<file path="config.mk">
export PLATFORM = sky130hd
export DESIGN_NAME = display_heartbeat_presentation_gate_unit_flat
export DESIGN_NICKNAME = d
export VERILOG_FILES = /design/src/rtl/core/dhpg_pkg.sv /design/src/rtl/core/dhpg_req_if.sv /design/src/rtl/core/dhpg_rsp_if.sv /design/src/rtl/core/dhpg_csr.sv /design/src/rtl/core/dhpg_gate.sv /design/src/rtl/core/display_heartbeat_presentation_gate_unit.sv /design/src/flat_wrapper.sv
export SDC_FILE = /design/constraint.sdc
export NUM_CORES = 2
export LEC_CHECK = 0
export ABC_CLOCK_PERIOD_IN_PS = 27600
export BUFFER_PORTS_ARGS = -buffer_cell sky130_fd_sc_hd__buf_2
export CORE_MARGIN = 5
export CORE_UTILIZATION = 62
export DETAILED_ROUTE_END_ITERATION = 10
export PLACE_DENSITY = 0.86
export RECOVER_POWER = 100
export SYNTH_ARGS = -nofsm -noshare
export SYNTH_HDL_FRONTEND = slang
export SYNTH_SLANG_ARGS = --single-unit
</file>
<file path="constraint.sdc">
create_clock -name clock -period 27.6 [get_ports clock]
set_input_delay 2.76 -clock clock [delete_from_list [all_inputs] [get_ports clock]]
set_output_delay 2.76 -clock clock [all_outputs]
set_load 0.02 [all_outputs]
</file>
<file path="src/rtl/core/dhpg_pkg.sv">
`default_nettype none

package dhpg_pkg;

   localparam int TIME_WIDTH_DEFAULT = 48;

   localparam int SESSION_WIDTH  = 64;
   localparam int SEQUENCE_WIDTH = 32;
   localparam int REVISION_WIDTH = 32;
   localparam int STATE_WIDTH    = 3;
   localparam int FOV_WIDTH      = 32;
   localparam int OFFER_FOV_W    = 19;
   localparam int WINDOW_WIDTH   = 48;
   localparam int DECISION_WIDTH = 2;

   localparam int DATA_WIDTH = 64;
   localparam int ADDR_WIDTH = 6;
   localparam int REG_IDX_W  = 3;

   localparam logic [FOV_WIDTH-1:0]    MAX_APPLIED_FOV = 32'd360000;
   localparam logic [WINDOW_WIDTH-1:0] WINDOW_RESET    = 48'd1000000;

   localparam logic KIND_REPORT = 1'b0;
   localparam logic KIND_QUERY  = 1'b1;

   localparam logic [STATE_WIDTH-1:0] CS_WORLD      = 3'd0;
   localparam logic [STATE_WIDTH-1:0] CS_LAST_LEGAL = 3'd3;

   localparam logic [DECISION_WIDTH-1:0] DEC_COMFORT   = 2'd0;
   localparam logic [DECISION_WIDTH-1:0] DEC_WAIT      = 2'd1;
   localparam logic [DECISION_WIDTH-1:0] DEC_IMMERSIVE = 2'd2;

   localparam logic [REG_IDX_W-1:0] REG_OFFER_VALID  = 3'd0;
   localparam logic [REG_IDX_W-1:0] REG_SESSION_HIGH = 3'd1;
   localparam logic [REG_IDX_W-1:0] REG_SESSION_LOW  = 3'd2;
   localparam logic [REG_IDX_W-1:0] REG_REVISION     = 3'd3;
   localparam logic [REG_IDX_W-1:0] REG_FOV          = 3'd4;
   localparam logic [REG_IDX_W-1:0] REG_WINDOW       = 3'd5;

   typedef struct packed {
      logic                      offer_valid;
      logic [SESSION_WIDTH-1:0]  expected_session_high;
      logic [SESSION_WIDTH-1:0]  expected_session_low;
      logic [REVISION_WIDTH-1:0] expected_revision;
      logic [OFFER_FOV_W-1:0]    expected_fov_milli;
      logic [WINDOW_WIDTH-1:0]   freshness_window;
   } cfg_type;

endpackage

`default_nettype wire

</file>
<file path="src/rtl/core/dhpg_req_if.sv">
`default_nettype none

interface dhpg_req_if #(
   parameter int TIME_WIDTH = 48
);
   logic                  valid;
   logic                  ready;
   logic                  kind;
   logic [TIME_WIDTH-1:0] event_time;
   logic [63:0]           reply_session_high;
   logic [63:0]           reply_session_low;
   logic [31:0]           reply_sequence;
   logic [31:0]           reply_revision;
   logic [2:0]            client_state;
   logic [31:0]           applied_fov_milli;
   logic                  capture_present;
   logic [TIME_WIDTH-1:0] capture_time;

   modport source (
      output valid, kind, event_time, reply_session_high, reply_session_low,
             reply_sequence, reply_revision, client_state, applied_fov_milli,
             capture_present, capture_time,
      input  ready
   );

   modport sink (
      input  valid, kind, event_time, reply_session_high, reply_session_low,
             reply_sequence, reply_revision, client_state, applied_fov_milli,
             capture_present, capture_time,
      output ready
   );
endinterface

`default_nettype wire

</file>
<file path="src/rtl/core/dhpg_rsp_if.sv">
`default_nettype none

interface dhpg_rsp_if;
   logic       valid;
   logic       ready;
   logic       accepted;
   logic [1:0] decision;

   modport source (
      output valid, accepted, decision,
      input  ready
   );

   modport sink (
      input  valid, accepted, decision,
      output ready
   );
endinterface

`default_nettype wire

</file>
<file path="src/rtl/core/dhpg_csr.sv">
`default_nettype none

module dhpg_csr (
   input  wire logic                             clock,
   input  wire logic                             reset,
   input  wire logic                             psel,
   input  wire logic                             penable,
   input  wire logic                             pwrite,
   input  wire logic [dhpg_pkg::ADDR_WIDTH-1:0]  paddr,
   input  wire logic [dhpg_pkg::DATA_WIDTH-1:0]  pwdata,
   output logic      [dhpg_pkg::DATA_WIDTH-1:0]  prdata,
   output logic                                  pready,
   output dhpg_pkg::cfg_type                     cfg
);
   import dhpg_pkg::*;

   cfg_type              cfg_ff;
   cfg_type              cfg_in;
   logic                 write_en;
   logic [REG_IDX_W-1:0] reg_idx;

   assign pready   = 1'b1;
   assign write_en = psel && penable && pwrite && pready;
   assign reg_idx  = paddr[ADDR_WIDTH-1:ADDR_WIDTH-REG_IDX_W];
   assign cfg      = cfg_ff;

   always_comb begin
      cfg_in = cfg_ff;
      if (write_en) begin
         unique case (reg_idx)
            REG_OFFER_VALID:  cfg_in.offer_valid           = pwdata[0];
            REG_SESSION_HIGH: cfg_in.expected_session_high = pwdata;
            REG_SESSION_LOW:  cfg_in.expected_session_low  = pwdata;
            REG_REVISION:     cfg_in.expected_revision     = pwdata[REVISION_WIDTH-1:0];
            REG_FOV:          cfg_in.expected_fov_milli    = pwdata[OFFER_FOV_W-1:0];
            REG_WINDOW:       cfg_in.freshness_window      = pwdata[WINDOW_WIDTH-1:0];
            default:          cfg_in = cfg_ff;
         endcase
      end
   end

   always_comb begin
      unique case (reg_idx)
         REG_OFFER_VALID:  prdata = DATA_WIDTH'(cfg_ff.offer_valid);
         REG_SESSION_HIGH: prdata = cfg_ff.expected_session_high;
         REG_SESSION_LOW:  prdata = cfg_ff.expected_session_low;
         REG_REVISION:     prdata = DATA_WIDTH'(cfg_ff.expected_revision);
         REG_FOV:          prdata = DATA_WIDTH'(cfg_ff.expected_fov_milli);
         REG_WINDOW:       prdata = DATA_WIDTH'(cfg_ff.freshness_window);
         default:          prdata = '0;
      endcase
   end

   always_ff @(posedge clock) begin
      if (reset) begin
         cfg_ff.offer_valid           <= 1'b0;
         cfg_ff.expected_session_high <= '0;
         cfg_ff.expected_session_low  <= '0;
         cfg_ff.expected_revision     <= '0;
         cfg_ff.expected_fov_milli    <= '0;
         cfg_ff.freshness_window      <= WINDOW_RESET;
      end else begin
         cfg_ff <= cfg_in;
      end
   end

endmodule

`default_nettype wire

</file>
<file path="src/rtl/core/dhpg_gate.sv">
`default_nettype none

module dhpg_gate #(
   parameter int TIME_WIDTH = dhpg_pkg::TIME_WIDTH_DEFAULT
) (
   input  wire logic                                 clock,
   input  wire logic                                 reset,
   input  wire dhpg_pkg::cfg_type                    cfg,
   input  wire logic                                 fire,
   input  wire logic                                 kind,
   input  wire logic [TIME_WIDTH-1:0]                event_time,
   input  wire logic [dhpg_pkg::SESSION_WIDTH-1:0]   reply_session_high,
   input  wire logic [dhpg_pkg::SESSION_WIDTH-1:0]   reply_session_low,
   input  wire logic [dhpg_pkg::SEQUENCE_WIDTH-1:0]  reply_sequence,
   input  wire logic [dhpg_pkg::REVISION_WIDTH-1:0]  reply_revision,
   input  wire logic [dhpg_pkg::STATE_WIDTH-1:0]     client_state,
   input  wire logic [dhpg_pkg::FOV_WIDTH-1:0]       applied_fov_milli,
   input  wire logic                                 capture_present,
   input  wire logic [TIME_WIDTH-1:0]                capture_time,
   output logic                                      accepted,
   output logic      [dhpg_pkg::DECISION_WIDTH-1:0]  decision
);
   import dhpg_pkg::*;

   localparam int CMP_W = (TIME_WIDTH > WINDOW_WIDTH) ? TIME_WIDTH : WINDOW_WIDTH;

   logic                      has_state_ff,     has_state_in;
   logic [1:0]                current_state_ff, current_state_in;
   logic                      has_heartbeat_ff, has_heartbeat_in;
   logic [TIME_WIDTH-1:0]     heartbeat_time_ff, heartbeat_time_in;
   logic                      has_barrier_ff,   has_barrier_in;
   logic [TIME_WIDTH-1:0]     barrier_time_ff,  barrier_time_in;
   logic                      has_sequence_ff,  has_sequence_in;
   logic [SEQUENCE_WIDTH-1:0] last_sequence_ff, last_sequence_in;

   logic                  time_back;
   logic [TIME_WIDTH-1:0] age;
   logic                  stale;
   logic                  report_ok;
   logic                  moved;
   logic                  take_report;

   assign time_back = has_heartbeat_ff && (event_time < heartbeat_time_ff);
   assign age       = event_time - heartbeat_time_ff;
   assign stale     = CMP_W'(age) > CMP_W'(cfg.freshness_window);

   assign report_ok = cfg.offer_valid
                   && (reply_session_high == cfg.expected_session_high)
                   && (reply_session_low == cfg.expected_session_low)
                   && (reply_revision == cfg.expected_revision)
                   && (client_state <= CS_LAST_LEGAL)
                   && (applied_fov_milli <= MAX_APPLIED_FOV)
                   && !(client_state == CS_WORLD
                        && applied_fov_milli != FOV_WIDTH'(cfg.expected_fov_milli))
                   && !(has_sequence_ff && reply_sequence <= last_sequence_ff)
                   && !time_back;

   assign moved = !has_state_ff || (current_state_ff != client_state[1:0])
               || (has_heartbeat_ff && stale);

   assign take_report = fire && (kind == KIND_REPORT) && report_ok;

   always_comb begin
      accepted = 1'b0;
      decision = DEC_COMFORT;
      if (kind == KIND_REPORT) begin
         accepted = report_ok;
      end else if (!has_state_ff || !has_heartbeat_ff || !has_barrier_ff
                   || event_time < heartbeat_time_ff || stale) begin
         decision = DEC_COMFORT;
      end else if (!capture_present || capture_time <= barrier_time_ff) begin
         decision = DEC_WAIT;
      end else if (current_state_ff == CS_WORLD[1:0]) begin
         decision = DEC_IMMERSIVE;
      end
   end

   always_comb begin
      has_state_in      = has_state_ff;
      current_state_in  = current_state_ff;
      has_heartbeat_in  = has_heartbeat_ff;
      heartbeat_time_in = heartbeat_time_ff;
      has_barrier_in    = has_barrier_ff;
      barrier_time_in   = barrier_time_ff;
      has_sequence_in   = has_sequence_ff;
      last_sequence_in  = last_sequence_ff;
      if (take_report) begin
         has_state_in      = 1'b1;
         current_state_in  = client_state[1:0];
         has_heartbeat_in  = 1'b1;
         heartbeat_time_in = event_time;
         has_sequence_in   = 1'b1;
         last_sequence_in  = reply_sequence;
         if (moved) begin
            has_barrier_in  = 1'b1;
            barrier_time_in = event_time;
         end
      end
   end

   always_ff @(posedge clock) begin
      if (reset) begin
         has_state_ff      <= 1'b0;
         current_state_ff  <= '0;
         has_heartbeat_ff  <= 1'b0;
         heartbeat_time_ff <= '0;
         has_barrier_ff    <= 1'b0;
         barrier_time_ff   <= '0;
         has_sequence_ff   <= 1'b0;
         last_sequence_ff  <= '0;
      end else begin
         has_state_ff      <= has_state_in;
         current_state_ff  <= current_state_in;
         has_heartbeat_ff  <= has_heartbeat_in;
         heartbeat_time_ff <= heartbeat_time_in;
         has_barrier_ff    <= has_barrier_in;
         barrier_time_ff   <= barrier_time_in;
         has_sequence_ff   <= has_sequence_in;
         last_sequence_ff  <= last_sequence_in;
      end
   end

   a_barrier_with_state: assert property (@(posedge clock) disable iff (reset)
      has_barrier_ff == has_state_ff)
      else $error("Barrier and state presence disagree.");

   a_barrier_not_ahead: assert property (@(posedge clock) disable iff (reset)
      has_barrier_ff |-> barrier_time_ff <= heartbeat_time_ff)
      else $error("Transition barrier lies after the last heartbeat.");

   a_sequence_rises: assert property (@(posedge clock) disable iff (reset)
      take_report && has_sequence_ff |=> last_sequence_ff > $past(last_sequence_ff))
      else $error("Accepted report did not raise the sequence number.");

endmodule

`default_nettype wire

</file>
<file path="src/rtl/core/display_heartbeat_presentation_gate_unit.sv">
`default_nettype none

// Presentation gate for a display client. Each request word is either a state report
// or a presentation query and yields exactly one response word, in order. A word is
// registered on entry, evaluated against the tracked client state from that input
// register once the response register is empty or being drained, and then written to
// the response register; a full response register that is not taken stalls the word.
// One word is taken in every cycle while responses are drained.
// Reports update the tracked state as they pass evaluation, so a query sees every
// report accepted before it. Configuration registers sit at byte address 8*i and
// should only be written while no word is in flight.
module display_heartbeat_presentation_gate_unit #(
   parameter int TIME_WIDTH = dhpg_pkg::TIME_WIDTH_DEFAULT
) (
   input  wire logic                             clock,
   input  wire logic                             reset,
   dhpg_req_if.sink                              req_ch,
   dhpg_rsp_if.source                            rsp_ch,
   input  wire logic                             psel,
   input  wire logic                             penable,
   input  wire logic                             pwrite,
   input  wire logic [dhpg_pkg::ADDR_WIDTH-1:0]  paddr,
   input  wire logic [dhpg_pkg::DATA_WIDTH-1:0]  pwdata,
   output logic      [dhpg_pkg::DATA_WIDTH-1:0]  prdata,
   output logic                                  pready
);
   import dhpg_pkg::*;

   cfg_type cfg;

   logic                      item_valid_ff, item_valid_in;
   logic                      kind_ff;
   logic [TIME_WIDTH-1:0]     event_time_ff;
   logic [SESSION_WIDTH-1:0]  session_high_ff;
   logic [SESSION_WIDTH-1:0]  session_low_ff;
   logic [SEQUENCE_WIDTH-1:0] sequence_ff;
   logic [REVISION_WIDTH-1:0] revision_ff;
   logic [STATE_WIDTH-1:0]    client_state_ff;
   logic [FOV_WIDTH-1:0]      fov_ff;
   logic                      capture_present_ff;
   logic [TIME_WIDTH-1:0]     capture_time_ff;

   logic                      rsp_valid_ff, rsp_valid_in;
   logic                      accepted_ff;
   logic [DECISION_WIDTH-1:0] decision_ff;

   logic                      advance;
   logic                      take_in;
   logic                      accepted_in;
   logic [DECISION_WIDTH-1:0] decision_in;

   assign advance      = item_valid_ff && (!rsp_valid_ff || rsp_ch.ready);
   assign req_ch.ready = !item_valid_ff || advance;
   assign take_in      = req_ch.valid && req_ch.ready;

   assign item_valid_in = take_in || (item_valid_ff && !advance);
   assign rsp_valid_in  = advance || (rsp_valid_ff && !rsp_ch.ready);

   assign rsp_ch.valid    = rsp_valid_ff;
   assign rsp_ch.accepted = accepted_ff;
   assign rsp_ch.decision = decision_ff;

   dhpg_csr u_csr (
      .clock   (clock),
      .reset   (reset),
      .psel    (psel),
      .penable (penable),
      .pwrite  (pwrite),
      .paddr   (paddr),
      .pwdata  (pwdata),
      .prdata  (prdata),
      .pready  (pready),
      .cfg     (cfg)
   );

   dhpg_gate #(
      .TIME_WIDTH (TIME_WIDTH)
   ) u_gate (
      .clock              (clock),
      .reset              (reset),
      .cfg                (cfg),
      .fire               (advance),
      .kind               (kind_ff),
      .event_time         (event_time_ff),
      .reply_session_high (session_high_ff),
      .reply_session_low  (session_low_ff),
      .reply_sequence     (sequence_ff),
      .reply_revision     (revision_ff),
      .client_state       (client_state_ff),
      .applied_fov_milli  (fov_ff),
      .capture_present    (capture_present_ff),
      .capture_time       (capture_time_ff),
      .accepted           (accepted_in),
      .decision           (decision_in)
   );

   always_ff @(posedge clock) begin
      if (reset) begin
         item_valid_ff <= 1'b0;
         rsp_valid_ff  <= 1'b0;
      end else begin
         item_valid_ff <= item_valid_in;
         rsp_valid_ff  <= rsp_valid_in;
      end
   end

   always_ff @(posedge clock) begin
      if (take_in) begin
         kind_ff            <= req_ch.kind;
         event_time_ff      <= req_ch.event_time;
         session_high_ff    <= req_ch.reply_session_high;
         session_low_ff     <= req_ch.reply_session_low;
         sequence_ff        <= req_ch.reply_sequence;
         revision_ff        <= req_ch.reply_revision;
         client_state_ff    <= req_ch.client_state;
         fov_ff             <= req_ch.applied_fov_milli;
         capture_present_ff <= req_ch.capture_present;
         capture_time_ff    <= req_ch.capture_time;
      end
      if (advance) begin
         accepted_ff <= accepted_in;
         decision_ff <= decision_in;
      end
   end

   a_advance_fills_output: assert property (@(posedge clock) disable iff (reset)
      advance |=> rsp_valid_ff)
      else $error("Evaluated word did not reach the response register.");

   a_held_word_kept: assert property (@(posedge clock) disable iff (reset)
      item_valid_ff && !advance |=> item_valid_ff)
      else $error("Input stage word lost while stalled.");

   a_exclusive_result: assert property (@(posedge clock) disable iff (reset)
      rsp_valid_ff |-> !(accepted_ff && decision_ff != DEC_COMFORT))
      else $error("Response carries both an acceptance and a decision.");

   a_decision_legal: assert property (@(posedge clock) disable iff (reset)
      rsp_valid_ff |-> (decision_ff == DEC_COMFORT || decision_ff == DEC_WAIT
                        || decision_ff == DEC_IMMERSIVE))
      else $error("Response decision code is undefined.");

endmodule

`default_nettype wire
</file>
<file path="src/flat_wrapper.sv">
// flat-port wrapper written by rule: the top's interface ports become plain ports
module display_heartbeat_presentation_gate_unit_flat import dhpg_pkg::*;
#(
   parameter int TIME_WIDTH = dhpg_pkg::TIME_WIDTH_DEFAULT
)
  (clock, reset, psel, penable, pwrite, paddr, pwdata, prdata, pready, req_ch_valid, req_ch_kind, req_ch_event_time, req_ch_reply_session_high, req_ch_reply_session_low, req_ch_reply_sequence, req_ch_reply_revision, req_ch_client_state, req_ch_applied_fov_milli, req_ch_capture_present, req_ch_capture_time, req_ch_ready, rsp_ch_valid, rsp_ch_accepted, rsp_ch_decision, rsp_ch_ready);
  dhpg_req_if #(.TIME_WIDTH(TIME_WIDTH)) req_ch_i ();
  dhpg_rsp_if rsp_ch_i ();
  input  wire logic clock;
  input  wire logic reset;
  input  wire logic psel;
  input  wire logic penable;
  input  wire logic pwrite;
  input  wire logic [dhpg_pkg::ADDR_WIDTH-1:0] paddr;
  input  wire logic [dhpg_pkg::DATA_WIDTH-1:0] pwdata;
  output logic      [dhpg_pkg::DATA_WIDTH-1:0] prdata;
  output logic pready;
  input wire logic [$bits(req_ch_i.valid)-1:0] req_ch_valid;
  input wire logic [$bits(req_ch_i.kind)-1:0] req_ch_kind;
  input wire logic [$bits(req_ch_i.event_time)-1:0] req_ch_event_time;
  input wire logic [$bits(req_ch_i.reply_session_high)-1:0] req_ch_reply_session_high;
  input wire logic [$bits(req_ch_i.reply_session_low)-1:0] req_ch_reply_session_low;
  input wire logic [$bits(req_ch_i.reply_sequence)-1:0] req_ch_reply_sequence;
  input wire logic [$bits(req_ch_i.reply_revision)-1:0] req_ch_reply_revision;
  input wire logic [$bits(req_ch_i.client_state)-1:0] req_ch_client_state;
  input wire logic [$bits(req_ch_i.applied_fov_milli)-1:0] req_ch_applied_fov_milli;
  input wire logic [$bits(req_ch_i.capture_present)-1:0] req_ch_capture_present;
  input wire logic [$bits(req_ch_i.capture_time)-1:0] req_ch_capture_time;
  output wire logic [$bits(req_ch_i.ready)-1:0] req_ch_ready;
  output wire logic [$bits(rsp_ch_i.valid)-1:0] rsp_ch_valid;
  output wire logic [$bits(rsp_ch_i.accepted)-1:0] rsp_ch_accepted;
  output wire logic [$bits(rsp_ch_i.decision)-1:0] rsp_ch_decision;
  input wire logic [$bits(rsp_ch_i.ready)-1:0] rsp_ch_ready;
  assign req_ch_i.valid = req_ch_valid;
  assign req_ch_i.kind = req_ch_kind;
  assign req_ch_i.event_time = req_ch_event_time;
  assign req_ch_i.reply_session_high = req_ch_reply_session_high;
  assign req_ch_i.reply_session_low = req_ch_reply_session_low;
  assign req_ch_i.reply_sequence = req_ch_reply_sequence;
  assign req_ch_i.reply_revision = req_ch_reply_revision;
  assign req_ch_i.client_state = req_ch_client_state;
  assign req_ch_i.applied_fov_milli = req_ch_applied_fov_milli;
  assign req_ch_i.capture_present = req_ch_capture_present;
  assign req_ch_i.capture_time = req_ch_capture_time;
  assign req_ch_ready = req_ch_i.ready;
  assign rsp_ch_valid = rsp_ch_i.valid;
  assign rsp_ch_accepted = rsp_ch_i.accepted;
  assign rsp_ch_decision = rsp_ch_i.decision;
  assign rsp_ch_i.ready = rsp_ch_ready;
  display_heartbeat_presentation_gate_unit #(.TIME_WIDTH(TIME_WIDTH)) u_core (.clock(clock), .reset(reset), .req_ch(req_ch_i), .rsp_ch(rsp_ch_i), .psel(psel), .penable(penable), .pwrite(pwrite), .paddr(paddr), .pwdata(pwdata), .prdata(prdata), .pready(pready));
endmodule
</file>
# Word-level counts from Yosys, hierarchy flattened
# Cells that the tools add are included.
[word_totals]
reg_bits = 690
latch_bits = 0
ram_bits = 0
romBits = 0
in_bits = 402
output_inout_bits = 70
elab_cells = 100
mem_count = 0
[classes]
addsub = 1
n_mul = 0
div_mod_pow = 0
order_cmp = 6
n_eq_ne = 10
shifts = 0
n_mux = 3
bitwise = 1
n_reduce_logical = 52
[op_table]
columns = ["operator", "n"]
rows = [
  ["case mux 64 bit (6 select lines)", 1],
  ["== test 64 bit", 2],
  ["> comparator 48 bit", 1],
  ["<= comparator 48 bit", 1],
  ["less-than comparator 48 bit", 1],
  ["subtractor 48 bit", 1],
  ["== test 32 bit", 1],
  ["<= comparator 32 x 19 -> 1 bit (second input constant)", 1],
  ["<= comparator 32 bit", 1],
  ["!= test 32 x 19 -> 1 bit", 1],
  ["logical AND 1 bit", 20],
  ["AND reduction 2 bit", 7],
  ["zero test 1 bit", 10],
  ["logical OR 1 bit", 10],
  ["== test 3 x 2 -> 1 bit (second input constant)", 2],
  ["== test 3 bit (second input constant)", 2],
  ["zero test 3 bit", 2],
  ["== test 3 x 1 -> 1 bit (second input constant)", 1],
  ["<= comparator 3 x 2 -> 1 bit (second input constant)", 1],
  ["OR reduction 3 bit", 1],
  ["zero test 2 bit", 1],
  ["2-to-1 mux 2 bit", 1],
  ["!= test 2 bit", 1],
  ["OR reduction 2 bit", 1],
  ["other kinds (2)", 2],
]

# Logic depth before layout (Yosys ltp)
[logic_depth]
ltp_word = 11
ltp_mapped = 25
mapped_depth_nobuf = 23

# Hierarchy
# A second synthesis with hierarchy kept.
[unflattened]
hier_cells = 2997
area_unflattened_um2 = 33703.6
[by_module_without_submodules]
columns = ["mod", "instances", "cells_each", "area_per_inst_um2", "seq_area_each_um2"]
rows = [
  ["dhpg_gate", 1, 1647, 13301.5, 2642.5],
  ["dhpg_csr", 1, 1012, 10448.8, 4564.4],
  ["display_heartbeat_presentation_gate_unit", 1, 338, 9953.3, 9889.5],
]

# Least setup slack after synthesis
# OpenSTA, ideal clock, no wires.
[synth_path]
path_kind = "input -> register"
start = "input rsp_ch_ready"
end = "register u_core.capture_present_ff, enable pin"
setup_ps = 729
arrival_ps = 10421
required_ps = 26871
path_slack_ps = 16450
cell_stages = 3
n_path_buf = 0
cell_sequence = "nor2b_1 > nand2_1 > and2_1"
[synth_between]
elab_chain_len = 4
[synth_lines]
columns = ["item", "line_no", "text"]
rows = [
  ["start, declared", "flat_wrapper.sv:33", "input wire logic [$bits(rsp_ch_i.ready)-1:0] rsp_ch_ready;"],
  ["logical OR 1 bit", "display_heartbeat_presentation_gate_unit.sv:52", "assign advance = item_valid_ff && (!rsp_valid_ff || rsp_ch.ready);"],
  ["logical AND 1 bit", "display_heartbeat_presentation_gate_unit.sv:52", ""],
  ["logical OR 1 bit", "display_heartbeat_presentation_gate_unit.sv:53", "assign req_ch.ready = !item_valid_ff || advance;"],
  ["net req_ch_ready", "flat_wrapper.sv:29", "output wire logic [$bits(req_ch_i.ready)-1:0] req_ch_ready;"],
  ["logical AND 1 bit", "display_heartbeat_presentation_gate_unit.sv:54", "assign take_in = req_ch.valid && req_ch.ready;"],
  ["net u_core.take_in", "display_heartbeat_presentation_gate_unit.sv:48", "logic take_in;"],
  ["end signal, assigned", "display_heartbeat_presentation_gate_unit.sv:117", "capture_present_ff <= req_ch.capture_present;"],
  ["end, declared", "display_heartbeat_presentation_gate_unit.sv:40", "logic capture_present_ff;"],
]
# The timed path passes the listed nets, and every way through them passes these cells.
# A chain may end at the register's enable or synchronous reset.

# Final worst setup path
[layout_path]
start = "input rsp_ch_ready"
end = "register u_core.revision_ff[9], enable pin"
[layout_between]
elab_chain_len = 4
[layout_lines]
columns = ["item", "line_no", "text"]
rows = [
  ["logical OR 1 bit", "display_heartbeat_presentation_gate_unit.sv:52", ""],
  ["logical AND 1 bit", "display_heartbeat_presentation_gate_unit.sv:52", ""],
  ["logical OR 1 bit", "display_heartbeat_presentation_gate_unit.sv:53", ""],
  ["logical AND 1 bit", "display_heartbeat_presentation_gate_unit.sv:54", ""],
  ["net u_core.take_in", "display_heartbeat_presentation_gate_unit.sv:48", ""],
  ["end signal, assigned", "display_heartbeat_presentation_gate_unit.sv:114", "revision_ff <= req_ch.reply_revision;"],
  ["end, declared", "display_heartbeat_presentation_gate_unit.sv:37", "logic [REVISION_WIDTH-1:0] revision_ff;"],
]
# The timed path passes the listed nets, and every way through them passes these cells.

==> results.json <==
{
  "outcome": "finished, violations left",
  "violations": "max-capacitance violations, max-slew violations",
  "vias_per_cell": 6.14,
  "slew_violations": 766,
  "yosysMostFrequentCell": "nand2_1",
  "cts_tree": "built",
  "hold_path_class": "register to register",
  "dieArea_um2": 56100,
  "yosysWarnings": 0,
  "post_dp_cell_area_um2": 34600,
  "synth_top_area_cell": "edfxtp_1",
  "portBuffers": 467,
  "grt_usage": 0.334,
  "critPathCaptureType": "register",
  "power_density_nw_per_um2": 61.6,
  "start_util": 0.624,
  "cp_top_family": "buffers and inverters",
  "cts.clk_slew.worst_paths_ns": 0.06,
  "syn_area_per_cell_um2": 9.78,
  "cp_max_fo": 74,
  "root_buffer": "clkbuf_16",
  "critPathBufInv": 4,
  "maxCapViolations": 11,
  "vias": 27193,
  "grt_pass1_wl_mm": 145,
  "core_area_um2": 51100,
  "p_seq_frac": 0.498,
  "critical_path_class": "primary input to register",
  "num_rows": 83,
  "grt_max_degree": 137,
  "fmax_ghz": 0.0710,
  "slowest_delay_ns": 3.05,
  "max_slew_margin": -3.28,
  "post-cts-setup-buffers": 0,
  "fp.dieH_um": 237,
  "worstMarginPinSlew_ns": 6.42,
  "post-dp-hpwl_mm": 69.5,
  "cpMaxStageDelayCell": "clkbuf_1",
  "drtIter0Drc": 3331,
  "avgRoutedWirePerCell_um": 22.4,
  "setup_viol": 0,
  "synthFlopType": "dfxtp_1",
  "fp.dieW_um": 237,
  "overflow": 0,
  "internal_power_mw": 1.74,
  "switchingPower_mw": 0.530,
  "synth_common_cells": "nand2_1 (714), a21oi_1 (442), dfxtp_1 (362)",
  "r2r_slack_ns": 15.34,
  "clk_latency_ns": 0.62,
  "netSwitchingFraction": 0.233,
  "final_area_um2": 36800,
  "syn_nets": 3842,
  "grt_pass1_vias": 25479,
  "syn_area_um2": 31900,
  "power_frac_comb": 0.076,
  "crit_path_cell_trace": "buf_2, nor2b_1, nand2_1, and2_0, clkbuf_1, clkbuf_1, clkbuf_1",
  "drc": 0,
  "cts_buffer_depth": 3,
  "rsz0062_at_grt": "no",
  "dr.pass1.iters": 8,
  "cp-start-kind": "primary input",
  "drive_gt1_frac": 0.134,
  "finalSetupTns_ns": 0,
  "route.antenna.remaining_nets": 0,
  "skew_ns": 0.0283,
  "antenna_found_initial": 32,
  "period_minus_slack_ns": 14.09,
  "ios": 472,
  "routed_wl_mm": 99.2,
  "cts_buffers": 71,
  "finalCritPeriodShare": 0.511,
  "nets": 4243,
  "cts_resized": 0,
  "netlist_instances": 3263,
  "leakage_nw": 13.6,
  "seq_area_frac_synth": 0.536,
  "post_synth_num_cell_types": 72,
  "place_congestion": 0.959,
  "htree_num_levels": 3,
  "synth_area_leaders": "edfxtp_1 (31%), dfxtp_1 (23%), nand2_1 (8.4%)",
  "ctsHoldBuffers": 0,
  "synth_edf_count": 328,
  "critPathArrivalTime_ns": 14.21,
  "path_common_cell": "clkbuf_1",
  "synth_top_area_share": 0.309,
  "synth_seq_cells": 690,
  "area_growth_syn_to_layout_pct": 15.5,
  "cp.required_ns": 27.72,
  "pwr-share-clk": 0.427,
  "cts.sink_count": 690,
  "vdd_drop_max_v": 0.0000564,
  "hold_violations": 0,
  "async_flop_share": 0
}
==> cells in the final DEF (no fill, tap or decap), types with 6 or more instances in the layout <==
cell         n
o211ai_1    15
nand2b_1    12
o21ai_1     17
a22o_1      16
clkbuf_1   138
xor2_1     170
o21ai_0    113
nand2_1    710
clkbuf_8    17
a31oi_1     12
dfxtp_1    362
a21o_1      39
buf_2      358
nand3_1     70
clkbuf_16   75
mux2i_1     20
ha_1       176
edfxtp_1   328
nor2b_1     16
nand4_1     46
nor4_1      52
clkinv_2     8
nor2_1      48
o21a_1      13
a221o_1     21
and3_1       6
and4_1       6
o22ai_1      7
inv_1      194
a211oi_1     9
buf_4        7
nor3_1      13
xnor2_1     52
a21oi_1    442
diode_2     30
a22oi_1     44
==> tightest hold or removal path: stages (launching register included) <==
cell and delay, ns:
dfxtp_1 0.31, nand2_1 0.05, a21oi_1 0.05
==> final timing paths <==
kind,startpoint,endpoint,depth (start not counted)
worst max-delay path,rsp_ch_ready,u_core.revision_ff[9]$_DFFE_PP_,7
worst min-delay path,u_core.u_gate.heartbeat_time_ff[27]$_SDFFE_PP0P_,u_core.u_gate.heartbeat_time_ff[27]$_SDFFE_PP0P_,2
worst max register to register,u_core.rsp_ch.valid$_SDFF_PP0_,u_core.revision_ff[9]$_DFFE_PP_,6
worst min register to register,u_core.u_gate.heartbeat_time_ff[27]$_SDFFE_PP0P_,u_core.u_gate.heartbeat_time_ff[27]$_SDFFE_PP0P_,2
==> state kept, by name (all words and copies together) (netlist names), 2 cells and up <==
signal / count
u_core.capture_time_ff: 48
u_core.rsp_ch.decision: 2
u_core.u_gate.barrier_time_ff: 48
u_core.u_gate.heartbeat_time_ff: 48
u_core.event_time_ff: 48
u_core.u_csr.cfg: 228
u_core.sequence_ff: 32
u_core.client_state_ff: 3
u_core.u_gate.last_sequence_ff: 32
u_core.u_gate.current_state_ff: 2
u_core.revision_ff: 32
u_core.session_high_ff: 64
u_core.session_low_ff: 64
u_core.fov_ff: 32
==> power groups by stage <==
stage	Clock, mW	Sequential (mW)	Combinational (mW)
finish	0.969	1.13	0.172
global route	1.02	1.13	0.187
CTS	0.974	1.13	0.171
detailed placement	0	1.15	0.169
global placement	0	1.15	0.164
floorplan	0	1.15	0.0980
==> metrics by stage <==
step | power (mW) | setup slack, ns | util | instances | hold WS [ns]
floorplan | 1.25 | 16.45 | - | 3263 | 0.432
global placement | 1.31 | 19.41 | 0.677 | 4271 | 0.438
global route | 2.34 | 12.94 | 0.721 | 4428 | 0.466
finish | 2.27 | 13.51 | 0.721 | 4431 | 0.450
CTS | 2.27 | 19.34 | 0.724 | 4401 | 0.451
detailed placement | 1.32 | 19.38 | 0.677 | 4271 | 0.443
==> logic make-up (layout without fill, tap and decap cells) <==
logic type               Yosys count  after routing  synth area share
XOR/XNOR                         222            222            0.0610
multiplexers                      22             22           0.00698
AND/OR/NAND/NOR                 1016           1016             0.138
buffers and inverters            351            809            0.0444
other                              1             31          0.000118
adder cells (fa/ha/maj)          177            177            0.0697
flip-flops                       690            690             0.536
AO/OA/AOI/OAI                    784            784             0.144
==> layout make-up <==
| class | instances | area [um^2] |
|---|---|---|
| Inverter | 194 | 728 |
| Sequential cell | 690 | 17100 |
| Fill cell | 3652 | 14200 |
| Antenna cell | 30 | 75.1 |
| Timing Repair Buffer | 485 | 2290 |
| Multi-Input combinational cell | 2222 | 13400 |
| Clock inverter | 20 | 180 |
| Clock buffer | 110 | 2180 |
| Tap cell | 680 | 851 |
==> routing by layer <==
| metal | share of wire | GRT usage |
|---|---|---|
| met5 | 0.00072 | 0 |
| met1 | 0.36 | 0.429 |
| met2 | 0.46 | 0.536 |
| met4 | 0.056 | 0.161 |
| met3 | 0.11 | 0.0811 |
No activity file was read; power rests on OpenSTA's default activity.
